$ cat src/hw/rtl/stick_arming_state_machine_top_defines.svh
// Assertion macros used by the stick arming state machine top level.
`ifndef STICK_ARMING_STATE_MACHINE_TOP_DEFINES_SVH
`define STICK_ARMING_STATE_MACHINE_TOP_DEFINES_SVH

// Same-cycle implication, checked on every rising edge outside reset.
`define SAS_ASSERT_NOW(lbl, ante, cons, msg) \
  lbl: assert property (@(posedge clk) disable iff (!rst_n) (ante) |-> (cons)) else $error(msg);

// Next-cycle implication, checked on every rising edge outside reset.
`define SAS_ASSERT_NEXT(lbl, ante, cons, msg) \
  lbl: assert property (@(posedge clk) disable iff (!rst_n) (ante) |=> (cons)) else $error(msg);

`endif

$ cat src/hw/rtl/sas_pkg.sv
// Types and constants shared by the stick arming state machine modules.
`timescale 1ns / 1ps

package sas_pkg;

  typedef enum logic [2:0] {
    ST_STANDBY  = 3'd0,
    ST_READY    = 3'd1,
    ST_BLOCKED  = 3'd2,
    ST_ARMED    = 3'd3,
    ST_FAILSAFE = 3'd4
  } state_t;

  typedef enum logic [2:0] {
    RC_NONE             = 3'd0,
    RC_ARMED            = 3'd1,
    RC_ALREADY_ARMED    = 3'd2,
    RC_FAILSAFE         = 3'd3,
    RC_BLOCKED          = 3'd4,
    RC_THROTTLE         = 3'd5,
    RC_DISARMED         = 3'd6,
    RC_ALREADY_DISARMED = 3'd7
  } reply_t;

  localparam logic [1:0] MODE_UPDATE  = 2'd0;
  localparam logic [1:0] MODE_ARM     = 2'd1;
  localparam logic [1:0] MODE_DISARM  = 2'd2;

  localparam logic [1:0] REG_THROTTLE_LIMIT = 2'd0;
  localparam logic [1:0] REG_ARM_RUDDER     = 2'd1;
  localparam logic [1:0] REG_DISARM_RUDDER  = 2'd2;
  localparam logic [1:0] REG_HOLD_TIME      = 2'd3;

  localparam logic [11:0] THROTTLE_LIMIT_RST = 12'd1100;
  localparam logic [11:0] ARM_RUDDER_RST     = 12'd1900;
  localparam logic [11:0] DISARM_RUDDER_RST  = 12'd1100;
  localparam logic [15:0] HOLD_TIME_RST      = 16'd1000;

  typedef struct packed {
    logic [1:0]  mode;
    logic [11:0] throttle_value;
    logic [11:0] rudder_value;
    logic        failsafe_active;
    logic        preflight_ok;
    logic        force_disarm;
    logic [31:0] now_ms;
  } item_t;

  typedef struct packed {
    logic [11:0] throttle_limit;
    logic [11:0] arm_rudder_threshold;
    logic [11:0] disarm_rudder_threshold;
    logic [15:0] hold_time_ms;
  } cfg_t;

  typedef struct packed {
    state_t      state;
    logic [31:0] arm_stamp;
    logic [31:0] disarm_stamp;
  } ctx_t;

  typedef struct packed {
    state_t state;
    logic   accepted;
    reply_t reply;
  } result_t;

endpackage

$ cat src/hw/rtl/stick_arming_state_machine_top.sv
// Top level of the stick-gesture arming state machine with its stream ports.
`timescale 1ns / 1ps
`include "stick_arming_state_machine_top_defines.svh"

// Flight arming controller driven by a stream of words, one result word per
// input word. The input word's tuser selects a periodic update, an arm request
// or a disarm request; the result gives the flight state after the word, an
// accept flag and a reply code. An update forces failsafe when the link flag is
// set, leaves standby or failsafe for ready-to-arm or preflight-blocked, and
// arms or disarms once a low-throttle rudder gesture has been held for the
// programmed number of milliseconds, timed from the word's timestamp with
// 32-bit wrapping arithmetic (a stamp of zero means no hold is running). The
// block takes one word per clock cycle while it is not stalled; a word is
// captured in an input register at the edge that accepts it, then decision
// logic whose longest path is a 32-bit subtract and compare feeds the result
// register, which holds the result until it is taken. Both registers hold under
// backpressure; while a finished result waits, the input register still takes
// one more word, and then the input side stalls until the result is taken. The
// four threshold registers are written through the cfg port and should only
// change while no word is in flight; they reset to throttle limit 1100, arm
// rudder 1900, disarm rudder 1100 and hold time 1000 ms.
module stick_arming_state_machine_top (
  input  logic        clk,
  input  logic        rst_n,
  input  logic        in_tvalid,
  output logic        in_tready,
  // throttle_value[11:0], rudder_value[23:12], failsafe_active[24],
  // preflight_ok[25], force_disarm[26], now_ms[58:27], zero[63:59]
  input  logic [63:0] in_tdata,
  // mode[1:0]
  input  logic [1:0]  in_tuser,
  output logic        out_tvalid,
  input  logic        out_tready,
  // flight_state[2:0], accepted[3], reply_code[6:4], zero[7]
  output logic [7:0]  out_tdata,
  input  logic        cfg_we,
  input  logic [1:0]  cfg_addr,
  input  logic [15:0] cfg_wdata
);

  // Control state.
  logic             in_vld_r;
  logic             out_vld_r;
  sas_pkg::ctx_t    ctx_r;
  sas_pkg::ctx_t    ctx_nxt;
  sas_pkg::cfg_t    cfg_r;

  // Payload registers.
  sas_pkg::item_t   item_r;
  sas_pkg::result_t res_r;
  sas_pkg::result_t res_nxt;

  logic adv;
  logic in_take;

  // The decision stage moves whenever the result register is free or drained.
  assign adv       = !out_vld_r || out_tready;
  assign in_tready = !in_vld_r || adv;
  assign in_take   = in_tvalid && in_tready;

  sas_decide u_decide (
    .item    (item_r),
    .cfg     (cfg_r),
    .ctx     (ctx_r),
    .ctx_nxt (ctx_nxt),
    .res     (res_nxt)
  );

  always_ff @(posedge clk) begin
    if (!rst_n) begin
      in_vld_r  <= 1'b0;
      out_vld_r <= 1'b0;
      ctx_r.state        <= sas_pkg::ST_STANDBY;
      ctx_r.arm_stamp    <= '0;
      ctx_r.disarm_stamp <= '0;
      cfg_r.throttle_limit          <= sas_pkg::THROTTLE_LIMIT_RST;
      cfg_r.arm_rudder_threshold    <= sas_pkg::ARM_RUDDER_RST;
      cfg_r.disarm_rudder_threshold <= sas_pkg::DISARM_RUDDER_RST;
      cfg_r.hold_time_ms            <= sas_pkg::HOLD_TIME_RST;
    end else begin
      if (in_tready) begin
        in_vld_r <= in_tvalid;
      end
      if (adv) begin
        out_vld_r <= in_vld_r;
      end
      if (in_vld_r && adv) begin
        ctx_r <= ctx_nxt;
      end
      if (cfg_we) begin
        case (cfg_addr)
          sas_pkg::REG_THROTTLE_LIMIT: cfg_r.throttle_limit          <= cfg_wdata[11:0];
          sas_pkg::REG_ARM_RUDDER:     cfg_r.arm_rudder_threshold    <= cfg_wdata[11:0];
          sas_pkg::REG_DISARM_RUDDER:  cfg_r.disarm_rudder_threshold <= cfg_wdata[11:0];
          sas_pkg::REG_HOLD_TIME:      cfg_r.hold_time_ms            <= cfg_wdata;
          default:                     cfg_r.hold_time_ms            <= cfg_r.hold_time_ms;
        endcase
      end
    end
  end

  always_ff @(posedge clk) begin
    if (in_take) begin
      item_r.mode            <= in_tuser;
      item_r.throttle_value  <= in_tdata[11:0];
      item_r.rudder_value    <= in_tdata[23:12];
      item_r.failsafe_active <= in_tdata[24];
      item_r.preflight_ok    <= in_tdata[25];
      item_r.force_disarm    <= in_tdata[26];
      item_r.now_ms          <= in_tdata[58:27];
    end
    if (in_vld_r && adv) begin
      res_r <= res_nxt;
    end
  end

  assign out_tvalid = out_vld_r;
  assign out_tdata  = {1'b0, res_r.reply, res_r.accepted, res_r.state};

  // A successful command always carries a reply code.
  `SAS_ASSERT_NOW(a_acc_has_code, out_vld_r && res_r.accepted,
                  res_r.reply != sas_pkg::RC_NONE, "accepted result without reply code")
  // A fresh arm lands in the armed state.
  `SAS_ASSERT_NOW(a_armed_reply, out_vld_r && res_r.reply == sas_pkg::RC_ARMED,
                  res_r.state == sas_pkg::ST_ARMED, "armed reply outside armed state")
  // Only the gesture of the current side may have a hold running.
  `SAS_ASSERT_NOW(a_stamp_side, 1'b1,
                  (ctx_r.state == sas_pkg::ST_ARMED) ? (ctx_r.arm_stamp == '0)
                                                     : (ctx_r.disarm_stamp == '0),
                  "hold stamp running on the wrong side")
  // A stalled decision stage must not touch the flight state.
  `SAS_ASSERT_NEXT(a_stall_holds, !adv, $stable(ctx_r), "state changed while stalled")

endmodule

$ cat src/hw/rtl/sas_decide.sv
// Decision logic: applies one word to the flight state and hold stamps.
`timescale 1ns / 1ps

module sas_decide (
  input  sas_pkg::item_t   item,
  input  sas_pkg::cfg_t    cfg,
  input  sas_pkg::ctx_t    ctx,
  output sas_pkg::ctx_t    ctx_nxt,
  output sas_pkg::result_t res
);

  always_comb begin
    sas_pkg::state_t st;
    logic [31:0]     a;
    logic [31:0]     d;
    logic            acc;
    sas_pkg::reply_t code;
    logic            low_thr;
    logic [31:0]     elapsed;

    st      = ctx.state;
    a       = ctx.arm_stamp;
    d       = ctx.disarm_stamp;
    acc     = 1'b0;
    code    = sas_pkg::RC_NONE;
    low_thr = item.throttle_value < cfg.throttle_limit;
    elapsed = '0;

    case (item.mode)
      sas_pkg::MODE_UPDATE: begin
        if (item.failsafe_active) begin
          st = sas_pkg::ST_FAILSAFE; a = '0; d = '0;
        end else begin
          if (st == sas_pkg::ST_FAILSAFE || st == sas_pkg::ST_STANDBY) begin
            st = item.preflight_ok ? sas_pkg::ST_READY : sas_pkg::ST_BLOCKED;
            a  = '0;
            d  = '0;
          end
          if (st != sas_pkg::ST_ARMED) begin
            if (!item.preflight_ok) begin
              if (st != sas_pkg::ST_BLOCKED) begin
                st = sas_pkg::ST_BLOCKED; a = '0; d = '0;
              end
            end else begin
              if (st != sas_pkg::ST_READY) begin
                st = sas_pkg::ST_READY; a = '0; d = '0;
              end
              if (low_thr && item.rudder_value >= cfg.arm_rudder_threshold) begin
                if (a == '0) a = item.now_ms;
                elapsed = item.now_ms - a;
                if (elapsed >= {16'd0, cfg.hold_time_ms}) begin
                  st = sas_pkg::ST_ARMED; a = '0; d = '0;
                end
              end else begin
                a = '0;
              end
            end
          end else begin
            if (low_thr && item.rudder_value <= cfg.disarm_rudder_threshold) begin
              if (d == '0) d = item.now_ms;
              elapsed = item.now_ms - d;
              if (elapsed >= {16'd0, cfg.hold_time_ms}) begin
                st = sas_pkg::ST_READY; a = '0; d = '0;
              end
            end else begin
              d = '0;
            end
          end
        end
      end
      sas_pkg::MODE_ARM: begin
        if (st == sas_pkg::ST_ARMED) begin
          acc = 1'b1; code = sas_pkg::RC_ALREADY_ARMED;
        end else if (item.failsafe_active) begin
          code = sas_pkg::RC_FAILSAFE;
        end else if (!item.preflight_ok) begin
          code = sas_pkg::RC_BLOCKED;
          st = sas_pkg::ST_BLOCKED; a = '0; d = '0;
        end else if (!low_thr) begin
          code = sas_pkg::RC_THROTTLE;
        end else begin
          st = sas_pkg::ST_ARMED; a = '0; d = '0;
          acc = 1'b1; code = sas_pkg::RC_ARMED;
        end
      end
      sas_pkg::MODE_DISARM: begin
        if (st != sas_pkg::ST_ARMED) begin
          st = sas_pkg::ST_READY; a = '0; d = '0;
          acc = 1'b1; code = sas_pkg::RC_ALREADY_DISARMED;
        end else if (!item.force_disarm && !low_thr) begin
          code = sas_pkg::RC_THROTTLE;
        end else begin
          st = sas_pkg::ST_READY; a = '0; d = '0;
          acc = 1'b1; code = sas_pkg::RC_DISARMED;
        end
      end
      default: begin
        // The unused mode leaves everything as it is.
        acc = 1'b0;
      end
    endcase

    ctx_nxt.state        = st;
    ctx_nxt.arm_stamp    = a;
    ctx_nxt.disarm_stamp = d;
    res.state            = st;
    res.accepted         = acc;
    res.reply            = code;
  end

endmodule
$ cat config.mk
export PLATFORM = sky130hd
export DESIGN_NAME = stick_arming_state_machine_top
export DESIGN_NICKNAME = d
export VERILOG_FILES = /design/src/hw/rtl/sas_pkg.sv /design/src/hw/rtl/stick_arming_state_machine_top.sv /design/src/hw/rtl/sas_decide.sv
export VERILOG_INCLUDE_DIRS = /design/src /design/src/hw/rtl
export SDC_FILE = /design/constraint.sdc
export NUM_CORES = 1
export LEC_CHECK = 0
export ABC_AREA = 1
export CORE_MARGIN = 2
export CORE_UTILIZATION = 50
export DETAILED_ROUTE_END_ITERATION = 12
export DONT_BUFFER_PORTS = 1
export GPL_ROUTABILITY_DRIVEN = 0
export PLACE_DENSITY = 0.71
export SLEW_MARGIN = 20
export SYNTH_ARGS = -nofsm -noshare
export SYNTH_HDL_FRONTEND = slang
export SYNTH_SLANG_ARGS = --single-unit
$ cat constraint.sdc
create_clock -name clk -period 6.2 [get_ports clk]
set_input_delay 0.31 -clock clk [delete_from_list [all_inputs] [get_ports clk]]
set_output_delay 0.31 -clock clk [all_outputs]
set_load 0.02 [all_outputs]
* Word-level counts from Yosys, hierarchy flattened
Cells that the tools add are included. W data, S select, Z words.
Word-level totals: register bits after elaboration 189, bits of input ports 89, logic and storage cells 143
Cells by class: add/sub/neg operators 2, order comparisons 5, eq/ne operators 15, mux-type cells 79, reduce and logical (&&, ||, !) cells 23
Operators by type and width (number):
- $mux W32 | 43
- $pmux W32 S3 | 2
- $mux W3 | 23
- $ge A32 B16 Y1 | 2
- $logic_not A32 Y1 | 2
- $sub A32 B32 Y32 | 2
- $ne A3 B2 Y1 const B | 5
- $ge A12 B12 Y1 | 1
- $le A12 B12 Y1 | 1
- $lt A12 B12 Y1 | 1
- $pmux W3 S3 | 1
- $reduce_and A2 Y1 | 4
- $eq A2 B2 Y1 const B | 3
- $mux W1 | 6
- $pmux W3 S2 | 1
- $reduce_and A6 Y1 | 1
- $logic_and A1 B1 Y1 | 5
- $eq A2 B1 Y1 const B | 2
- $logic_not A1 Y1 | 4
- $logic_not A2 Y1 | 2
- $mux W2 | 2
- $ne A2 B2 Y1 const B | 2
- $eq A3 B2 Y1 const B | 1
- $eq A3 B3 Y1 const B | 1
- 5 further kinds | 7

* Depth between registers and ports, before layout
depth after elaboration 26, depth in mapped cells 40

* By module
From an unflattened synthesis, not the netlist that was laid out.
Unflattened totals: cell total of the unflattened synthesis 2815, area total of the unflattened synthesis 17224.0 sq um
By module, submodules not included:
- sas_decide | instances 1, cells an instance 1993, area each 10024.6 sq um
- stick_arming_state_machine_top | instances 1, cells an instance 822, area each 7199.4 sq um

* Worst setup path after synthesis
OpenSTA, ideal clock, no wires.
path type reg-to-reg, from register ctx_r[65] (netlist name), to register res_r (netlist bit out_tdata[1]) (data pin), setup time 0.266 ns, data arrival time 4.151 ns, required time 5.934 ns, setup slack 1.783 ns, stages on the path, launching flop included 37, buffers on the path 4, cells stage by stage dfxtp_1 > inv_2 > buf_4 > buf_6 > nand4_1 > nand2_1 > nor2_1 > nand2_1 > nor2_1 > nand2_1 > buf_4 > buf_2 > nor2_1 > a21oi_1 > inv_1 > ha_1 > inv_1 > fa_1 > nand3_1 > nand3_1 > nand2_1 > nand2_1 > nand2_1 > nand2_1 > xor2_1 > ha_1 > inv_1 > o31a_1 > nand2_1 > a21oi_1 > nand3_1 > nor2_1 > nand4_2 > o21bai_4 > nand3_1 > nand2_1 > a22oi_1
RTL lines:
- start, declared | RTL line stick_arming_state_machine_top.sv:44 | sas_pkg::ctx_t ctx_r;
- start signal, assigned | RTL line stick_arming_state_machine_top.sv:88 | ctx_r <= ctx_nxt;
- end signal, assigned | RTL line stick_arming_state_machine_top.sv:113 | res_r <= res_nxt;
- end, declared | RTL line stick_arming_state_machine_top.sv:50 | sas_pkg::result_t res_r;

* Worst setup path in the final report
from register ctx_r[64] (netlist name), to register ctx_r[7] (netlist name)
Between the ends: word-level cells in the longest chain between the ends 26, elaborated cells on any way between the ends 51
Ends and longest elaborated chain:
- $eq A3 B3 Y1 or $logic_not A3 Y1 (tied branches) | RTL line sas_decide.sv:34 | if (st == sas_pkg::ST_FAILSAFE || st == sas_pkg::ST_STANDBY) begin
- $logic_or A1 B1 Y1 | RTL line sas_decide.sv:34
- $mux W3 | RTL line sas_decide.sv:34
- $mux W3 | RTL line sas_decide.sv:31 | if (item.failsafe_active) begin
- $mux W3 | RTL line sas_decide.sv:29 | case (item.mode)
- $ne A3 B1 Y1 | RTL line sas_decide.sv:45 | if (st != sas_pkg::ST_READY) begin
- $mux W32 | RTL line sas_decide.sv:45
- $mux W32 | RTL line sas_decide.sv:40 | if (!item.preflight_ok) begin
- (+10 left out)
- $sub A32 B32 Y32 | RTL line sas_decide.sv:50 | elapsed = item.now_ms - a;
- $ge A32 B16 Y1 | RTL line sas_decide.sv:51 | if (elapsed >= {16'd0, cfg.hold_time_ms}) begin
- $mux W32 | RTL line sas_decide.sv:51
- $mux W32 | RTL line sas_decide.sv:48 | if (low_thr && item.rudder_value >= cfg.arm_rudder_threshold) begin
- $mux W32 | RTL line sas_decide.sv:40
- $mux W32 | RTL line sas_decide.sv:39 | if (st != sas_pkg::ST_ARMED) begin
- $mux W32 | RTL line sas_decide.sv:31
- $pmux W32 S3 | RTL line sas_decide.sv:29
Parallel ways exist; a longest one is shown, timed or not. The select of a mux whose other input is x is not followed. A chain may end at the register's enable or synchronous reset.

==> results.py <==
metrics = {
    "timing": {
        "final.hold.worst_slack_ps": 30.1,
        "setup_tns_ps": 0,
        "tightest_slew_ps": 1040,
        "fin_crit_sh": 0.927,
        "hold_viol_final": 0,
        "fmax_mhz": 174,
        "setup_violations": 0,
        "max_slew_margin": 0.303,
        "fin_crit_ps": 5750,
        "rsz0062_at_grt": "no",
        "fin_skew_ps": 18.9,
        "final_max_slew_viol_count": 0,
    },
    "drt": {
        "drtIter0Drc": 1808,
        "ant_nets": 0,
        "viasPerCell": 5.80,
        "vias": 17587,
        "first_pass_iters": 8,
        "wire_per_inst_um": 17.6,
        "drc": 0,
        "drt_wl_total_um": 53400,
    },
    "floorplanning": {
        "chipHeight_um": 187,
        "die_area_sq_um": 34800,
        "row_count": 66,
        "ioPinCount": 99,
        "fp.dieW_um": 187,
        "core_sq_um": 32700,
        "initial_core_util": 0.510,
    },
    "logic_synthesis": {
        "synth-main-ff-cell": "dfxtp_1",
        "ys_seq_area_frac": 0.268,
        "synthArstFlopShare": 0,
        "ys_ff_latch": 189,
        "ys_top_cells_by_area": "nand2_1, dfxtp_1, edfxtp_1",
        "synthDistinctLibCells": 54,
        "synth_top_area_cell": "nand2_1",
        "synth_nets": 2795,
        "yosysWarnings": 0,
        "synth_edf_count": 68,
        "syn_area_per_cell_sq_um": 6.48,
        "syn_inst": 2571,
        "yosysTopAreaCellShare": 0.156,
        "netlist_area_sq_um": 16700,
    },
    "worst_hold_path": {
        "hold_class": "in2reg",
        "hold_path_depth": 2,
        "holdPathEnd": "in_vld_r",
        "hold_start": "in_tvalid",
    },
    "cts": {
        "cts_max_level": 4,
        "cts_tree": "yes",
        "insertion_delay_ps": 470,
        "clock-sinks": 189,
        "clkTransAtPathRegs_ps": 90,
        "cts-buffers-inserted": 17,
        "clockRootBuffer": "clkbuf_16",
        "clk_path_buf_depth": 2,
    },
    "pwr": {
        "p_leak_nw": 8.74,
        "irDropWorstVdd_mv": 0.224,
        "power_density_nw_per_um2": 195,
    },
    "critical_path": {
        "worstPathMaxFanout": 19,
        "critPathMaxStageDelay_ps": 520,
        "required_ps": 6600,
        "crit_top_cell": "nand2_1",
        "ff2ff_setup_slack_ps": 450,
        "crit_type": "reg2reg",
        "timing.rr.start": "ctx_r[64]",
        "ff2ff_path_depth": 31,
        "reg2reg_to": "ctx_r[7]",
        "cp.arrival_ps": 6140,
        "cp-start-kind": "flop",
        "critPathCaptureType": "flop",
        "critical-path-slowest-cell": "nor2_2",
    },
    "cells_and_area": {
        "final_core_util": 0.557,
        "n_antenna_cell": 0,
        "layout_commonest_cell": "nand2_1",
        "seq_area_sq_um": 4470,
        "multi_input_area_sq_um": 10400,
        "filler_cell_count": 3178,
        "drive_above_1_share": 0.0672,
        "nets": 2799,
        "layout_common_cells": "nand2_1, inv_1, nor2_1, a21oi_1, nand3_1",
        "synthToLayoutAreaGrowth_pct": 9.28,
    },
    "global_route": {
        "gr-usage-all-layers": 0.300,
        "grt_max_degree": 71,
        "globalRouteOverflowTotal": 0,
        "grt_pass1_wl_um": 84900,
        "antenna_found_initial": 0,
        "first_global_vias": 16361,
    },
    "placed_design": {
        "port_buffers": 0,
        "post-dp-hpwl_um": 38000,
    },
    "run_status": {
        "status": "complete, no violations",
    },
    "run": {
        "drv_cap": 0,
    },
}
layout make-up:
type / instances / share of cell area
multi-input cells: 1935 / 0.569
flip-flops and latches: 189 / 0.245
inverters: 329 / 0.0683
repair buffers: 103 / 0.0536
well taps: 442 / 0.0304
clock buffers: 18 / 0.0236
clock inverters: 14 / 0.00961
synth_stat cells, drive strengths merged, types with 2 or more instances:
cell	n
dfxtp	121
or2	5
o21bai	7
a21o	4
nor2	243
nand4	96
nand2	696
nand3b	5
xor2	28
edfxtp	68
xnor2	4
clkbuf	70
and2	2
a211oi	3
o211ai	17
fa	2
inv	329
o21a	4
o21ai	124
a22oi	3
nor3	48
a31oi	3
nand3	230
ha	133
a21boi	4
buf	48
a21oi	265
state kept, by name (all words and copies together), names as in the netlist:
signal	flops
ctx_r	67
out_tdata	7
item_r	61
out_tvalid	1
in_vld_r	1
cfg_r	52
worst max-delay path by stage:
stage | from | end
after floorplan | ctx_r[65] | out_tdata[1]
after global placement | ctx_r[66] | ctx_r[35]
after detailed placement | ctx_r[66] | ctx_r[35]
after CTS | ctx_r[66] | ctx_r[35]
after global routing | ctx_r[64] | ctx_r[7]
final | ctx_r[64] | ctx_r[7]
what timing repair did:
| item | 4_1_cts | 5_1_grt |
|---|---|---|
| resized for setup | 0 | 8 |
| buffers inserted | 0 | 0 |
| hold buffers | 72 | 0 |
| hold endpoints to repair | 113 | 0 |
| setup endpoints to repair | 0 | 65 |
critical path: cells and delay by family (launching register included):
family                     cells  cell delay [ps]
AOI/OAI and AO/OA              4              640
xor gates and xnor gates       1              170
adders and majority gates      3              800
buffers and inverters          3              580
DFF                            1              370
and+or+nand+nor               20             3080
layer usage:
metal	GRT usage	share of wire	up-vias
met5	0	0	-
met4	0.121	0.037	0
met3	0.0613	0.098	168
met2	0.496	0.46	907
met1	0.383	0.41	8002
li1	-	-	8510
report_power, final:
group / total (mW) / switching (mW) / internal [mW]
registers: 1.38 / 0.0496 / 1.33
logic: 1.00 / 0.672 / 0.330
clock network: 1.17 / 0.617 / 0.555
metrics by stage:
stage                     setup WS, ps  area (sq um)  total power, mW  std cells
after floorplan                   1780         16700             2.09       2571
after global placement             355         16800             2.31       2926
after detailed placement           324         16800             2.34       2926
after CTS                          287         18200             3.54       3030
after global routing              11.1         18200             3.72       3030
final                              452         18200             3.56       3030
kinds of logic (layout without fill, tap and decap cells):
| family | after synthesis | in the layout | share of synthesized area |
|---|---|---|---|
| xor gates and xnor gates | 32 | 32 | 0.0168 |
| and+or+nand+nor | 1328 | 1328 | 0.349 |
| AOI/OAI and AO/OA | 439 | 439 | 0.151 |
| adders and majority gates | 135 | 135 | 0.102 |
| other | 1 | 1 | 0.000225 |
| buffers and inverters | 447 | 464 | 0.113 |
| DFF | 189 | 189 | 0.268 |
Note: power is estimated with default switching activity, not from simulation.
